$ cat src/dtt_pkg.sv
// Shared types, constants and helpers for the deadline timer table.
`timescale 1ns / 1ps
package dtt_pkg;

    localparam int SLOTS   = 16;
    localparam int IW      = (SLOTS > 1) ? $clog2(SLOTS) : 1;
    localparam int MAX_OUT = 16;
    localparam int NW      = $clog2(MAX_OUT + 1);
    localparam int QDEPTH  = 2;
    localparam int QPW     = $clog2(QDEPTH);
    localparam int QCW     = $clog2(QDEPTH + 1);

    localparam logic [2:0] MODE_ADD     = 3'd0;
    localparam logic [2:0] MODE_CANCEL  = 3'd1;
    localparam logic [2:0] MODE_REFRESH = 3'd2;
    localparam logic [2:0] MODE_RESET   = 3'd3;
    localparam logic [2:0] MODE_QUERY   = 3'd4;
    localparam logic [2:0] MODE_EXPIRE  = 3'd5;

    typedef enum logic [2:0] {
        OP_ADD, OP_CANCEL, OP_REFRESH, OP_RESET, OP_QUERY, OP_EXPIRE, OP_BAD
    } t_op;

    typedef enum logic [2:0] {
        ST_IDLE, ST_RDWAIT, ST_RSTWR, ST_SCAN, ST_FIN
    } t_state;

    typedef struct packed {
        t_op            op;
        logic [63:0]    now;
        logic [IW-1:0]  idx;
        logic           id_ok;
        logic [31:0]    per;
        logic           rep;
        logic           fnow;
    } t_cmd;

    typedef struct packed {
        logic [3:0]  slot;
        logic        ok;
        logic        front;
        logic [63:0] ttn;
        logic        fired;
        logic        last;
    } t_res;

    function automatic logic [3:0] out_slot(input logic [IW-1:0] s);
        logic [IW+3:0] t;
        t = {4'd0, s};
        return t[3:0];
    endfunction

    function automatic t_res mk_res(input logic [3:0] slot, input logic ok,
                                    input logic front, input logic [63:0] ttn,
                                    input logic fired, input logic last);
        t_res r;
        r.slot  = slot;
        r.ok    = ok;
        r.front = front;
        r.ttn   = ttn;
        r.fired = fired;
        r.last  = last;
        return r;
    endfunction

endpackage

$ cat src/dtt_front.sv
// Command front end: decodes each transaction and holds it in a short queue.
`timescale 1ns / 1ps
module dtt_front (
    input  logic          i_clk,
    input  logic          i_rst_n,
    input  logic          i_start,
    output logic          o_busy,
    input  logic [2:0]    i_mode,
    input  logic [63:0]   i_now_ms,
    input  logic [3:0]    i_slot_id,
    input  logic [31:0]   i_period_ms,
    input  logic          i_repeat_req,
    input  logic          i_from_now,
    output logic          o_q_valid,
    output dtt_pkg::t_cmd o_q_data,
    input  logic          i_q_pop
);
    import dtt_pkg::*;

    t_cmd             r_q [QDEPTH];
    logic [QPW-1:0]   r_rd, r_wr;
    logic [QCW-1:0]   r_cnt;
    t_cmd             cmd;
    logic             push, pop;

    always_comb begin
        case (i_mode)
            MODE_ADD:     cmd.op = OP_ADD;
            MODE_CANCEL:  cmd.op = OP_CANCEL;
            MODE_REFRESH: cmd.op = OP_REFRESH;
            MODE_RESET:   cmd.op = OP_RESET;
            MODE_QUERY:   cmd.op = OP_QUERY;
            MODE_EXPIRE:  cmd.op = OP_EXPIRE;
            default:      cmd.op = OP_BAD;
        endcase
        cmd.now   = i_now_ms;
        cmd.idx   = IW'(i_slot_id);
        cmd.id_ok = {28'd0, i_slot_id} < 32'(SLOTS);
        cmd.per   = i_period_ms;
        cmd.rep   = i_repeat_req;
        cmd.fnow  = i_from_now;
    end

    assign o_busy    = (r_cnt == QCW'(QDEPTH));
    assign push      = i_start && !o_busy;
    assign pop       = i_q_pop && o_q_valid;
    assign o_q_valid = (r_cnt != '0);
    assign o_q_data  = r_q[r_rd];

    always_ff @(posedge i_clk) begin
        if (push) begin
            r_q[r_wr] <= cmd;
        end
        if (!i_rst_n) begin
            r_rd  <= '0;
            r_wr  <= '0;
            r_cnt <= '0;
        end else begin
            if (push) begin
                r_wr <= (r_wr == QPW'(QDEPTH - 1)) ? '0 : r_wr + 1'b1;
            end
            if (pop) begin
                r_rd <= (r_rd == QPW'(QDEPTH - 1)) ? '0 : r_rd + 1'b1;
            end
            if (push && !pop) begin
                r_cnt <= r_cnt + 1'b1;
            end else if (pop && !push) begin
                r_cnt <= r_cnt - 1'b1;
            end
        end
    end

endmodule

$ cat src/dtt_back.sv
// Command back end: slot table, scan sequencer and result register.
`timescale 1ns / 1ps
module dtt_back (
    input  logic          i_clk,
    input  logic          i_rst_n,
    input  logic          i_q_valid,
    input  dtt_pkg::t_cmd i_q_data,
    output logic          o_q_pop,
    output logic          o_valid,
    output dtt_pkg::t_res o_res
);
    import dtt_pkg::*;

    logic [63:0] mem_dl  [SLOTS];
    logic [31:0] mem_per [SLOTS];
    logic [63:0] rd_dl;
    logic [31:0] rd_per;

    t_state          r_state, n_state;
    t_cmd            r_cmd, n_cmd;
    logic [SLOTS-1:0] r_active, n_active, r_repeat, n_repeat, r_due, n_due;
    logic            r_announced, n_announced;
    logic [IW-1:0]   r_cnt, n_cnt, r_rd_idx, n_rd_idx, r_tgt, n_tgt;
    logic [IW-1:0]   r_best_idx, n_best_idx;
    logic            r_issue, n_issue, r_rd_vld, n_rd_vld;
    logic            r_first, n_first, r_any, n_any, r_pass1, n_pass1;
    logic [63:0]     r_best_dl, n_best_dl, r_tgt_dl, n_tgt_dl;
    logic [31:0]     r_best_per, n_best_per;
    logic [NW-1:0]   r_nout, n_nout;
    logic            r_valid, n_valid;
    t_res            r_res, n_res;

    logic [IW-1:0]   rd_addr, wa;
    logic            we_dl, we_per;
    logic [63:0]     wdl;
    logic [31:0]     wper;
    logic            free_any;
    logic [IW-1:0]   free_idx;
    logic            cand, front;
    logic [SLOTS-1:0] due_after;
    logic            last;

    always_ff @(posedge i_clk) begin
        if (we_dl) begin
            mem_dl[wa] <= wdl;
        end
        if (we_per) begin
            mem_per[wa] <= wper;
        end
        rd_dl  <= mem_dl[rd_addr];
        rd_per <= mem_per[rd_addr];
    end

    // lowest free slot
    always_comb begin
        free_any = 1'b0;
        free_idx = '0;
        for (int i = SLOTS - 1; i >= 0; i--) begin
            if (!r_active[i]) begin
                free_any = 1'b1;
                free_idx = IW'(i);
            end
        end
    end

    always_comb begin
        n_state     = r_state;
        n_cmd       = r_cmd;
        n_active    = r_active;
        n_repeat    = r_repeat;
        n_due       = r_due;
        n_announced = r_announced;
        n_cnt       = r_cnt;
        n_rd_idx    = r_cnt;
        n_tgt       = r_tgt;
        n_best_idx  = r_best_idx;
        n_issue     = r_issue;
        n_rd_vld    = 1'b0;
        n_first     = r_first;
        n_any       = r_any;
        n_pass1     = r_pass1;
        n_best_dl   = r_best_dl;
        n_tgt_dl    = r_tgt_dl;
        n_best_per  = r_best_per;
        n_nout      = r_nout;
        n_valid     = 1'b0;
        n_res       = r_res;
        o_q_pop     = 1'b0;
        rd_addr     = r_cnt;
        wa          = r_cmd.idx;
        we_dl       = 1'b0;
        we_per      = 1'b0;
        wdl         = '0;
        wper        = '0;
        cand        = 1'b0;
        front       = 1'b0;
        due_after   = r_due;
        last        = 1'b0;

        case (r_state)
            ST_IDLE: begin
                rd_addr = i_q_data.idx;
                if (i_q_valid) begin
                    o_q_pop = 1'b1;
                    n_cmd   = i_q_data;
                    // scan setup, used by the ops that sweep the table
                    n_cnt   = '0;
                    n_issue = 1'b1;
                    n_any   = 1'b0;
                    n_first = 1'b1;
                    case (i_q_data.op)
                        OP_ADD: begin
                            if (!free_any) begin
                                n_valid = 1'b1;
                                n_res   = mk_res(4'd0, 1'b0, 1'b0, '0, 1'b0, 1'b1);
                            end else begin
                                wa                 = free_idx;
                                we_dl              = 1'b1;
                                we_per             = 1'b1;
                                wdl                = i_q_data.now + 64'(i_q_data.per);
                                wper               = i_q_data.per;
                                n_active[free_idx] = 1'b1;
                                n_repeat[free_idx] = i_q_data.rep;
                                n_tgt              = free_idx;
                                n_tgt_dl           = wdl;
                                n_state            = ST_SCAN;
                            end
                        end
                        OP_CANCEL: begin
                            n_valid = 1'b1;
                            n_res   = mk_res(4'd0,
                                i_q_data.id_ok && r_active[i_q_data.idx],
                                1'b0, '0, 1'b0, 1'b1);
                            if (i_q_data.id_ok) begin
                                n_active[i_q_data.idx] = 1'b0;
                            end
                        end
                        OP_REFRESH, OP_RESET: begin
                            if (!i_q_data.id_ok) begin
                                n_valid = 1'b1;
                                n_res   = mk_res(4'd0, 1'b0, 1'b0, '0, 1'b0, 1'b1);
                            end else begin
                                n_state = ST_RDWAIT;
                            end
                        end
                        OP_QUERY: begin
                            n_announced = 1'b0;
                            n_state     = ST_SCAN;
                        end
                        OP_EXPIRE: begin
                            n_due   = '0;
                            n_nout  = '0;
                            n_pass1 = 1'b1;
                            n_state = ST_SCAN;
                        end
                        default: begin
                            n_valid = 1'b1;
                            n_res   = mk_res(4'd0, 1'b0, 1'b0, '0, 1'b0, 1'b1);
                        end
                    endcase
                end
            end

            ST_RDWAIT: begin
                n_state = ST_IDLE;
                n_valid = 1'b1;
                n_res   = mk_res(4'd0, 1'b0, 1'b0, '0, 1'b0, 1'b1);
                if (r_cmd.op == OP_REFRESH) begin
                    if (r_active[r_cmd.idx]) begin
                        we_dl    = 1'b1;
                        wdl      = r_cmd.now + 64'(rd_per);
                        n_res.ok = 1'b1;
                    end
                end else if (r_cmd.per == rd_per && !r_cmd.fnow) begin
                    n_res.ok = 1'b1;
                end else if (r_active[r_cmd.idx]) begin
                    n_valid  = 1'b0;
                    n_tgt    = r_cmd.idx;
                    n_tgt_dl = r_cmd.fnow ? r_cmd.now : rd_dl - 64'(rd_per);
                    n_state  = ST_RSTWR;
                end
            end

            ST_RSTWR: begin
                we_dl    = 1'b1;
                we_per   = 1'b1;
                wdl      = r_tgt_dl + 64'(r_cmd.per);
                wper     = r_cmd.per;
                n_tgt_dl = wdl;
                n_state  = ST_SCAN;
            end

            ST_SCAN: begin
                if (r_issue) begin
                    n_rd_vld = 1'b1;
                    n_rd_idx = r_cnt;
                    if (r_cnt == IW'(SLOTS - 1)) begin
                        n_issue = 1'b0;
                    end else begin
                        n_cnt = r_cnt + 1'b1;
                    end
                end
                if (r_rd_vld) begin
                    case (r_cmd.op)
                        OP_ADD, OP_RESET: begin
                            if (r_rd_idx != r_tgt && r_active[r_rd_idx] &&
                                (rd_dl < r_tgt_dl ||
                                 (rd_dl == r_tgt_dl && r_rd_idx < r_tgt))) begin
                                n_first = 1'b0;
                            end
                        end
                        OP_QUERY: cand = r_active[r_rd_idx];
                        OP_EXPIRE: begin
                            if (r_pass1) begin
                                cand = r_active[r_rd_idx] && rd_dl <= r_cmd.now;
                                n_due[r_rd_idx] = cand;
                            end else begin
                                cand = r_due[r_rd_idx];
                            end
                        end
                        default: cand = 1'b0;
                    endcase
                    // ascending index order: strict compare keeps the lower index on ties
                    if (cand && (!r_any || rd_dl < r_best_dl)) begin
                        n_any      = 1'b1;
                        n_best_idx = r_rd_idx;
                        n_best_dl  = rd_dl;
                        n_best_per = rd_per;
                    end
                    if (r_rd_idx == IW'(SLOTS - 1)) begin
                        n_state = ST_FIN;
                    end
                end
            end

            ST_FIN: begin
                n_state = ST_IDLE;
                n_valid = 1'b1;
                case (r_cmd.op)
                    OP_ADD, OP_RESET: begin
                        front = r_first && !r_announced;
                        if (front) begin
                            n_announced = 1'b1;
                        end
                        n_res = mk_res((r_cmd.op == OP_ADD) ? out_slot(r_tgt) : 4'd0,
                                       1'b1, front, '0, 1'b0, 1'b1);
                    end
                    OP_QUERY: begin
                        n_res = mk_res(4'd0, 1'b1, 1'b0,
                            !r_any ? '1 :
                            (r_best_dl <= r_cmd.now) ? 64'd0 : r_best_dl - r_cmd.now,
                            1'b0, 1'b1);
                    end
                    default: begin
                        if (!r_any) begin
                            // only reached with nothing due at all
                            n_res = mk_res(4'd0, 1'b1, 1'b0, '0, 1'b0, 1'b1);
                        end else begin
                            wa = r_best_idx;
                            if (r_repeat[r_best_idx]) begin
                                we_dl = 1'b1;
                                wdl   = r_cmd.now + 64'(r_best_per);
                            end else begin
                                n_active[r_best_idx] = 1'b0;
                            end
                            due_after[r_best_idx] = 1'b0;
                            n_due   = due_after;
                            last    = (due_after == '0) || (r_nout == NW'(MAX_OUT - 1));
                            n_res   = mk_res(out_slot(r_best_idx), 1'b1, 1'b0, '0,
                                             1'b1, last);
                            n_nout  = r_nout + 1'b1;
                            n_pass1 = 1'b0;
                            if (!last) begin
                                n_cnt   = '0;
                                n_issue = 1'b1;
                                n_any   = 1'b0;
                                n_state = ST_SCAN;
                            end
                        end
                    end
                endcase
            end

            default: n_state = ST_IDLE;
        endcase
    end

    always_ff @(posedge i_clk) begin
        r_cmd      <= n_cmd;
        r_repeat   <= n_repeat;
        r_due      <= n_due;
        r_cnt      <= n_cnt;
        r_rd_idx   <= n_rd_idx;
        r_tgt      <= n_tgt;
        r_best_idx <= n_best_idx;
        r_first    <= n_first;
        r_any      <= n_any;
        r_pass1    <= n_pass1;
        r_best_dl  <= n_best_dl;
        r_tgt_dl   <= n_tgt_dl;
        r_best_per <= n_best_per;
        r_nout     <= n_nout;
        r_res      <= n_res;
        if (!i_rst_n) begin
            r_state     <= ST_IDLE;
            r_active    <= '0;
            r_announced <= 1'b0;
            r_issue     <= 1'b0;
            r_rd_vld    <= 1'b0;
            r_valid     <= 1'b0;
        end else begin
            r_state     <= n_state;
            r_active    <= n_active;
            r_announced <= n_announced;
            r_issue     <= n_issue;
            r_rd_vld    <= n_rd_vld;
            r_valid     <= n_valid;
        end
    end

    assign o_valid = r_valid;
    assign o_res   = r_res;

endmodule

$ cat src/deadline_timer_table_core.sv
// Top level of the deadline timer table: front queue plus execution back end.
`timescale 1ns / 1ps
// A table of 16 timer slots driven by command transactions. A transaction is
// taken when i_start is high and o_busy is low; a two-entry queue holds
// commands while the back end works, so o_busy rises only when it is full.
// Every result appears for exactly one cycle with o_valid high and cannot be
// held off; o_last marks the final result of a transaction. Timing per
// transaction is set by the back end's slot memory, which has a registered
// read and is swept one slot per cycle. An idle back end takes a queued
// command in the cycle right after it is accepted. Cancel, unused modes and
// out-of-range slots are answered from the idle state; refresh, and a reset
// that ends early (unchanged period or inactive slot), after one slot read;
// add and query after a sweep of the table; a reset that moves a deadline
// after a slot write and a sweep; expire after a sweep for its first
// result (also when nothing is due) and a new sweep per further fired slot.
module deadline_timer_table_core (
    input  logic        i_clk,
    input  logic        i_rst_n,
    input  logic        i_start,
    output logic        o_busy,
    input  logic [2:0]  i_mode,
    input  logic [63:0] i_now_ms,
    input  logic [3:0]  i_slot_id,
    input  logic [31:0] i_period_ms,
    input  logic        i_repeat_req,
    input  logic        i_from_now,
    output logic        o_valid,
    output logic [3:0]  o_result_slot,
    output logic        o_ok,
    output logic        o_new_earliest,
    output logic [63:0] o_time_to_next,
    output logic        o_fired,
    output logic        o_last
);
    import dtt_pkg::*;

    logic q_valid, q_pop;
    t_cmd q_data;
    t_res res;

    // decode and buffer incoming transactions
    dtt_front u_front (
        .i_clk        (i_clk),
        .i_rst_n      (i_rst_n),
        .i_start      (i_start),
        .o_busy       (o_busy),
        .i_mode       (i_mode),
        .i_now_ms     (i_now_ms),
        .i_slot_id    (i_slot_id),
        .i_period_ms  (i_period_ms),
        .i_repeat_req (i_repeat_req),
        .i_from_now   (i_from_now),
        .o_q_valid    (q_valid),
        .o_q_data     (q_data),
        .i_q_pop      (q_pop)
    );

    // execute against the slot table
    dtt_back u_back (
        .i_clk     (i_clk),
        .i_rst_n   (i_rst_n),
        .i_q_valid (q_valid),
        .i_q_data  (q_data),
        .o_q_pop   (q_pop),
        .o_valid   (o_valid),
        .o_res     (res)
    );

    assign o_result_slot  = res.slot;
    assign o_ok           = res.ok;
    assign o_new_earliest = res.front;
    assign o_time_to_next = res.ttn;
    assign o_fired        = res.fired;
    assign o_last         = res.last;

endmodule
$ cat config.mk
export PLATFORM = sky130hd
export DESIGN_NAME = deadline_timer_table_core
export DESIGN_NICKNAME = d
export VERILOG_FILES = /design/src/dtt_pkg.sv /design/src/dtt_front.sv /design/src/dtt_back.sv /design/src/deadline_timer_table_core.sv
export SDC_FILE = /design/constraint.sdc
export NUM_CORES = 2
export LEC_CHECK = 0
export ABC_AREA = 1
export BUFFER_PORTS_ARGS = -buffer_cell sky130_fd_sc_hd__buf_2
export CORE_ASPECT_RATIO = 1.1
export CORE_UTILIZATION = 52
export DETAILED_ROUTE_END_ITERATION = 10
export PLACE_DENSITY_LB_ADDON = 0.12
export SLEW_MARGIN = 20
export SYNTH_ARGS = -nofsm -noshare
export SYNTH_HDL_FRONTEND = slang
export SYNTH_SLANG_ARGS = --single-unit
$ cat constraint.sdc
create_clock -name i_clk -period 12.8 [get_ports i_clk]
set_clock_uncertainty 0.2 [all_clocks]
set_input_delay 1.92 -clock i_clk [delete_from_list [all_inputs] [get_ports i_clk]]
set_output_delay 1.92 -clock i_clk [all_outputs]
set_load 0.05 [all_outputs]
* After elaboration in Yosys (flattened, before gate mapping)
Memories as Yosys holds them, arrays and structs flattened. A register that Yosys moved wholly into a read port is not among the register bits.
Index checks and enable logic that the tools add are counted.
Widths: inputs -> output; s select.
** Storage, ports and cells
- Bits in registers :: 419
- Bits in latches :: 0
- Memory bits (writable) :: 1746
- Memory bits (read-only) :: 0
- Input bits :: 108
- Output and inout bits :: 74
- Word-level logic and storage cells :: 388
- Memories :: 3
** Cells by class
- $add $sub $neg :: 12
- $mul :: 0
- Divide/modulo/power cells :: 0
- Order comparisons :: 14
- Equal/unequal tests :: 56
- Shifts and indexed selects :: 0
- Muxes and demuxes :: 206
- Bitwise operators :: 6
- Reductions and logical operators :: 58
** Memories
- u_back.mem_dl :: words 16, width 64, read ports 1, clocked after Yosys merged registers in 1, wr ports 1, RTL line dtt_back.sv:14 : logic [63:0] mem_dl [SLOTS];
- u_back.mem_per :: words 16, width 32, read ports 1, clocked after Yosys merged registers in 1, wr ports 1, RTL line dtt_back.sv:15 : logic [31:0] mem_per [SLOTS];
- u_front.r_q :: words 2, width 105, read ports 1, clocked after Yosys merged registers in 1, wr ports 1, RTL line dtt_front.sv:20 : t_cmd r_q [QDEPTH];
** Operator list (number)
- $mux 64 :: 17
- $mux 72 :: 4
- $pmux 72 s4 :: 1
- $add 64x32->64 :: 4
- $pmux 64 s4 :: 1
- $pmux 72 s3 :: 1
- $mux 16 :: 13
- $pmux 64 s3 :: 1
- $pmux 72 s2 :: 1
- $mux 4 :: 35
- $le 64x64->1 :: 2
- $lt 64x64->1 :: 2
- $mux 32 :: 3
- $mux 1 :: 80
- $eq 64x64->1 :: 1
- $pmux 16 s2 :: 2
- $pmux 32 s2 :: 1
- $sub 64x32->64 :: 1
- $sub 64x64->64 :: 1
- $and 16x16->16 :: 3
- $pmux 16 s3 :: 1
- $bwmux 16 :: 2
- $eq 32x32->1 :: 1
- $not 16->16 :: 2
- other kinds (52) :: 172

* Depth between registers and ports, before layout
- Depth after elaboration :: 25
- Gate-level depth with buffers :: 30
- Depth with buffers taken out :: 25

* Hierarchy
From an unflattened synthesis, not the netlist that was laid out.
** Unflattened totals
- Cell total of the unflattened synthesis :: 11286
- Area total of the unflattened synthesis :: 113664.0 µm²
** By module, submodules not included
- dtt_back :: instances 1, cells an instance 10917, area each 105568.7 µm², sequential area each 60237.8 µm²
- dtt_front :: instances 1, cells an instance 369, area each 8095.3 µm², sequential area each 6406.1 µm²

* Worst setup path after synthesis
Ideal clock, no wire load.
- Path type :: register -> register
- Start point :: reg u_back.r_state[2]
- End point :: mem u_back.mem_dl[8][0], enable pin
- Library setup time :: 565 ps
- Arrival time :: 10828 ps
- Required time :: 12035 ps
- Setup slack :: 1207 ps
- Stages on the path, launching flop included :: 12
- Path buffers :: 0
- Period minus slack after synthesis :: 11593 ps
- Cells stage by stage :: dfxtp_1 > nor2_1 > inv_1 > nor2_1 > inv_1 > nor2_1 > nand2_2 > o31ai_2 > a21oi_2 > nor2_2 > inv_2 > nor3_1
** On the way
- Cells in the longest elaborated chain, start to end :: 4
- Elaborated cells between the ends (all ways) :: 8
- Classes of those cells :: eq/ne: 3; mux: 4; reduce/logical: 1
** Ends and longest elaborated chain
- from (decl) :: RTL line dtt_back.sv:19 : t_state r_state, n_state;
- from (signal assigned) :: RTL line dtt_back.sv:312 : r_state <= n_state;
- $eq 3x3->1 (tied with other cells) :: RTL line dtt_back.sv:100 : case (r_state)
- $pmux 1 s4 :: RTL line dtt_back.sv:100
- $mux 1 :: RTL line dtt_back.sv:44 : if (we_dl) begin
- $mux 1 (implied by the code) :: RTL line dtt_back.sv:45 : mem_dl[wa] <= wdl;
- to (decl) :: RTL line dtt_back.sv:14
Parallel ways exist; a longest one is shown, timed or not.

==> flow_summary.ini <==
[run_status]
outcome = completed

[setup_path]
path_cells = inv_4, buf_4, nand2_1, nand2_1, ha_1, fa_1, nand2_1, inv_1, nand2_1, nand2_1, nand2_1, nand3b_1, nand2_1, nand2_1, nand2_1, nand2_1, inv_1, o21ai_0, nand3_1, nand2_1, nand2_1, nand3_1, nand4_1
crit_fanout = 73
crit_path_frequent_cell = nand2_1
crit_path_max_incr_delay_ns = 0.88
cp_slowest_cell = nand4_1
worst-path-buf-inv = 4
cpLargestDelayFamily = simple AND/OR/NAND/NOR gates
endpoint_kind = flip-flop
startpoint_type = flip-flop
worst_ep_required_time_ns = 12.83
crit_type = reg -> reg
crit_arrival_ns = 6.92

[grt]
overflow = 0
grt_use_total_pct = 41.6
grt_max_degree = 203
antenna_found_initial = 35
grt_pass1_vias = 87700
grt_pass1_wl_um = 645000

[synth]
syn_inst = 11300
synth-main-ff-cell = edfxtp_1
yosysWarnings = 0
synthArstFlopShare_pct = 0
yosysUniqueCellTypes = 64
post_synth.cell_area_avg_sq_um = 9.98
ys_ff_latch = 2262
syn_area_sq_um = 113000
synth_edf_count = 2134
syn_nets = 11800
yosysSeqAreaShare_pct = 59.1

[floorplanning]
start_util_pct = 52.5
core_sq_um = 215000
die_h_um = 490
rows = 178
die_w_um = 446
die_area_sq_um = 219000
io_pins = 182

[final_layout]
num-fill-cells = 17800
nets = 12000
multi_input_area_sq_um = 41000
final-seq-area_sq_um = 66600
instances_no_fill = 14500
drive_gt1_share_pct = 7.32
layout_commonest_cell = edfxtp_1
utilization_pct = 58.2
fin_area_sq_um = 125000
mostFrequentLayoutCells = edfxtp_1 (2134), nand2_1 (1707), nor2_1 (1504)
syn2layout_area_growth_pct = 10.7

[sta]
min_period_ns = 6.88
period_share_pct = 53.8
grt_setup_unrepaired = no
maxClockFrequency_mhz = 145
slew_violations = 0
setup-violations-final = 0
slew_headroom_pct = 10.3
setup_tns_ns = 0
hold_violations = 0
worstMarginPinSlew_ns = 1.34

[placed_design]
gp_congestion = 1.11
hpwlAfterDp_um = 338000
port_buffers = 181
placed_area_sq_um = 117000
dp.cells = 14100

[clocking]
numCtsBuffers = 222
cts_setup_buffers = 0
h-tree-depth = 4
cts-root-buf = clkbuf_16
cts_buffer_depth = 3
cts_hold_buf = 0
tritoncts = done
cts.sinks = 2262
clk_pin_slew_worst_paths_ns = 0.06
clkLatencyLatePin_ns = 0.96
cts_resized = 0

[hold_path]
hp-class = reg -> reg

[routing]
wire_per_inst_um = 32.1
drt-vias-per-instance = 6.47
drc = 0
vias = 93900
drt.antenna.violating_nets = 0
drt_first_iter_violations = 14500
routed_wirelength_um = 466000
firstDrtPassIters = 9

[job]
cap_viol_max_count = 0
==> cells in the mapped netlist, drive strengths merged (36+ instances only) <==
master | number | share of area, %
edfxtp | 2134 | 57
or2 | 62 | 0.35
o21bai | 36 | 0.24
clkbuf | 325 | 1.1
nand2 | 1716 | 5.7
nand3 | 658 | 2.9
nor4 | 54 | 0.30
buf | 122 | 0.55
o21ai | 1280 | 5.7
nor3 | 122 | 0.59
dfxtp | 128 | 2.3
nand4 | 136 | 0.77
a21oi | 630 | 2.8
o22ai | 144 | 0.80
inv | 964 | 3.2
xor2 | 92 | 0.71
a31oi | 64 | 0.35
nor2 | 1538 | 5.2
o221ai | 294 | 2.3
ha | 423 | 4.7
o211ai | 132 | 0.88
a21o | 52 | 0.35
==> path summary, 6_finish.rpt <==
| check | start | endpoint | slack, ns | cells after the start |
|---|---|---|---|---|
| max | flip-flop | u_back.mem_dl[4][54] | 5.92 | 23 |
| max reg2reg | flip-flop | u_back.mem_dl[4][54] | 5.92 | 23 |
| min reg2reg | u_back.r_cnt[3] | u_back.r_rd_idx[3] | 0.22 | 0 |
| min | u_back.r_cnt[3] | u_back.r_rd_idx[3] | 0.22 | 0 |
==> per-stage QoR <==
stage	worst slack (ns)	hold slack [ns]
3_3_place_gp	6.38	0.175
5_1_grt	5.80	0.205
2_1_floorplan	1.21	0.148
3_5_place_dp	6.30	0.176
6_report	5.92	0.219
4_1_cts	6.18	0.201
==> cells by family (layout without fill, tap and decap cells) <==
kind of cell	Yosys count	after routing	share of synthesized area (%)
adder cells (fa/ha/maj)	429	429	4.80
AO/OA/AOI/OAI	2745	2745	14.2
flip-flops	2262	2262	59.1
buffers and inverters	1418	1748	4.86
AND/OR/NAND/NOR	4322	4322	16.0
other	0	12	0
XOR/XNOR	127	127	0.986
==> flip-flops by register name, summed over array words and instances, names as in the netlist, 32 cells and up, named ones only <==
signal / flops
u_back.r_tgt_dl: 64
u_back.mem_dl: 1024
u_back.r_best_per: 32
u_back.r_best_dl: 64
u_front.r_q: 210
u_back.o_res: 72
u_back.mem_per: 512
u_back.r_cmd: 104
u_back.rd_dl: 64
u_back.rd_per: 32
==> layer usage <==
metal | global-route usage [%] | wire, um | part of all wire [%]
met1 | 54.5 | 173000 | 37
met2 | 63.1 | 206000 | 44
met3 | 8.36 | 51000 | 11
met4 | 27.1 | 36400 | 7.8
met5 | 0 | 357 | 0.077
==> cell type report <==
type / count / area share [%]
repair buffers: 364 / 1.92
diodes: 12 / 0.0240
clock inverters: 117 / 1.15
multi-input cells: 7623 / 32.9
flip-flops and latches: 2262 / 53.4
inverters: 971 / 2.95
clock buffers: 296 / 4.82
well taps: 2880 / 2.89
Power is not shown: default switching activity piles up to over one toggle a cycle in this logic, so the estimate is an artifact.
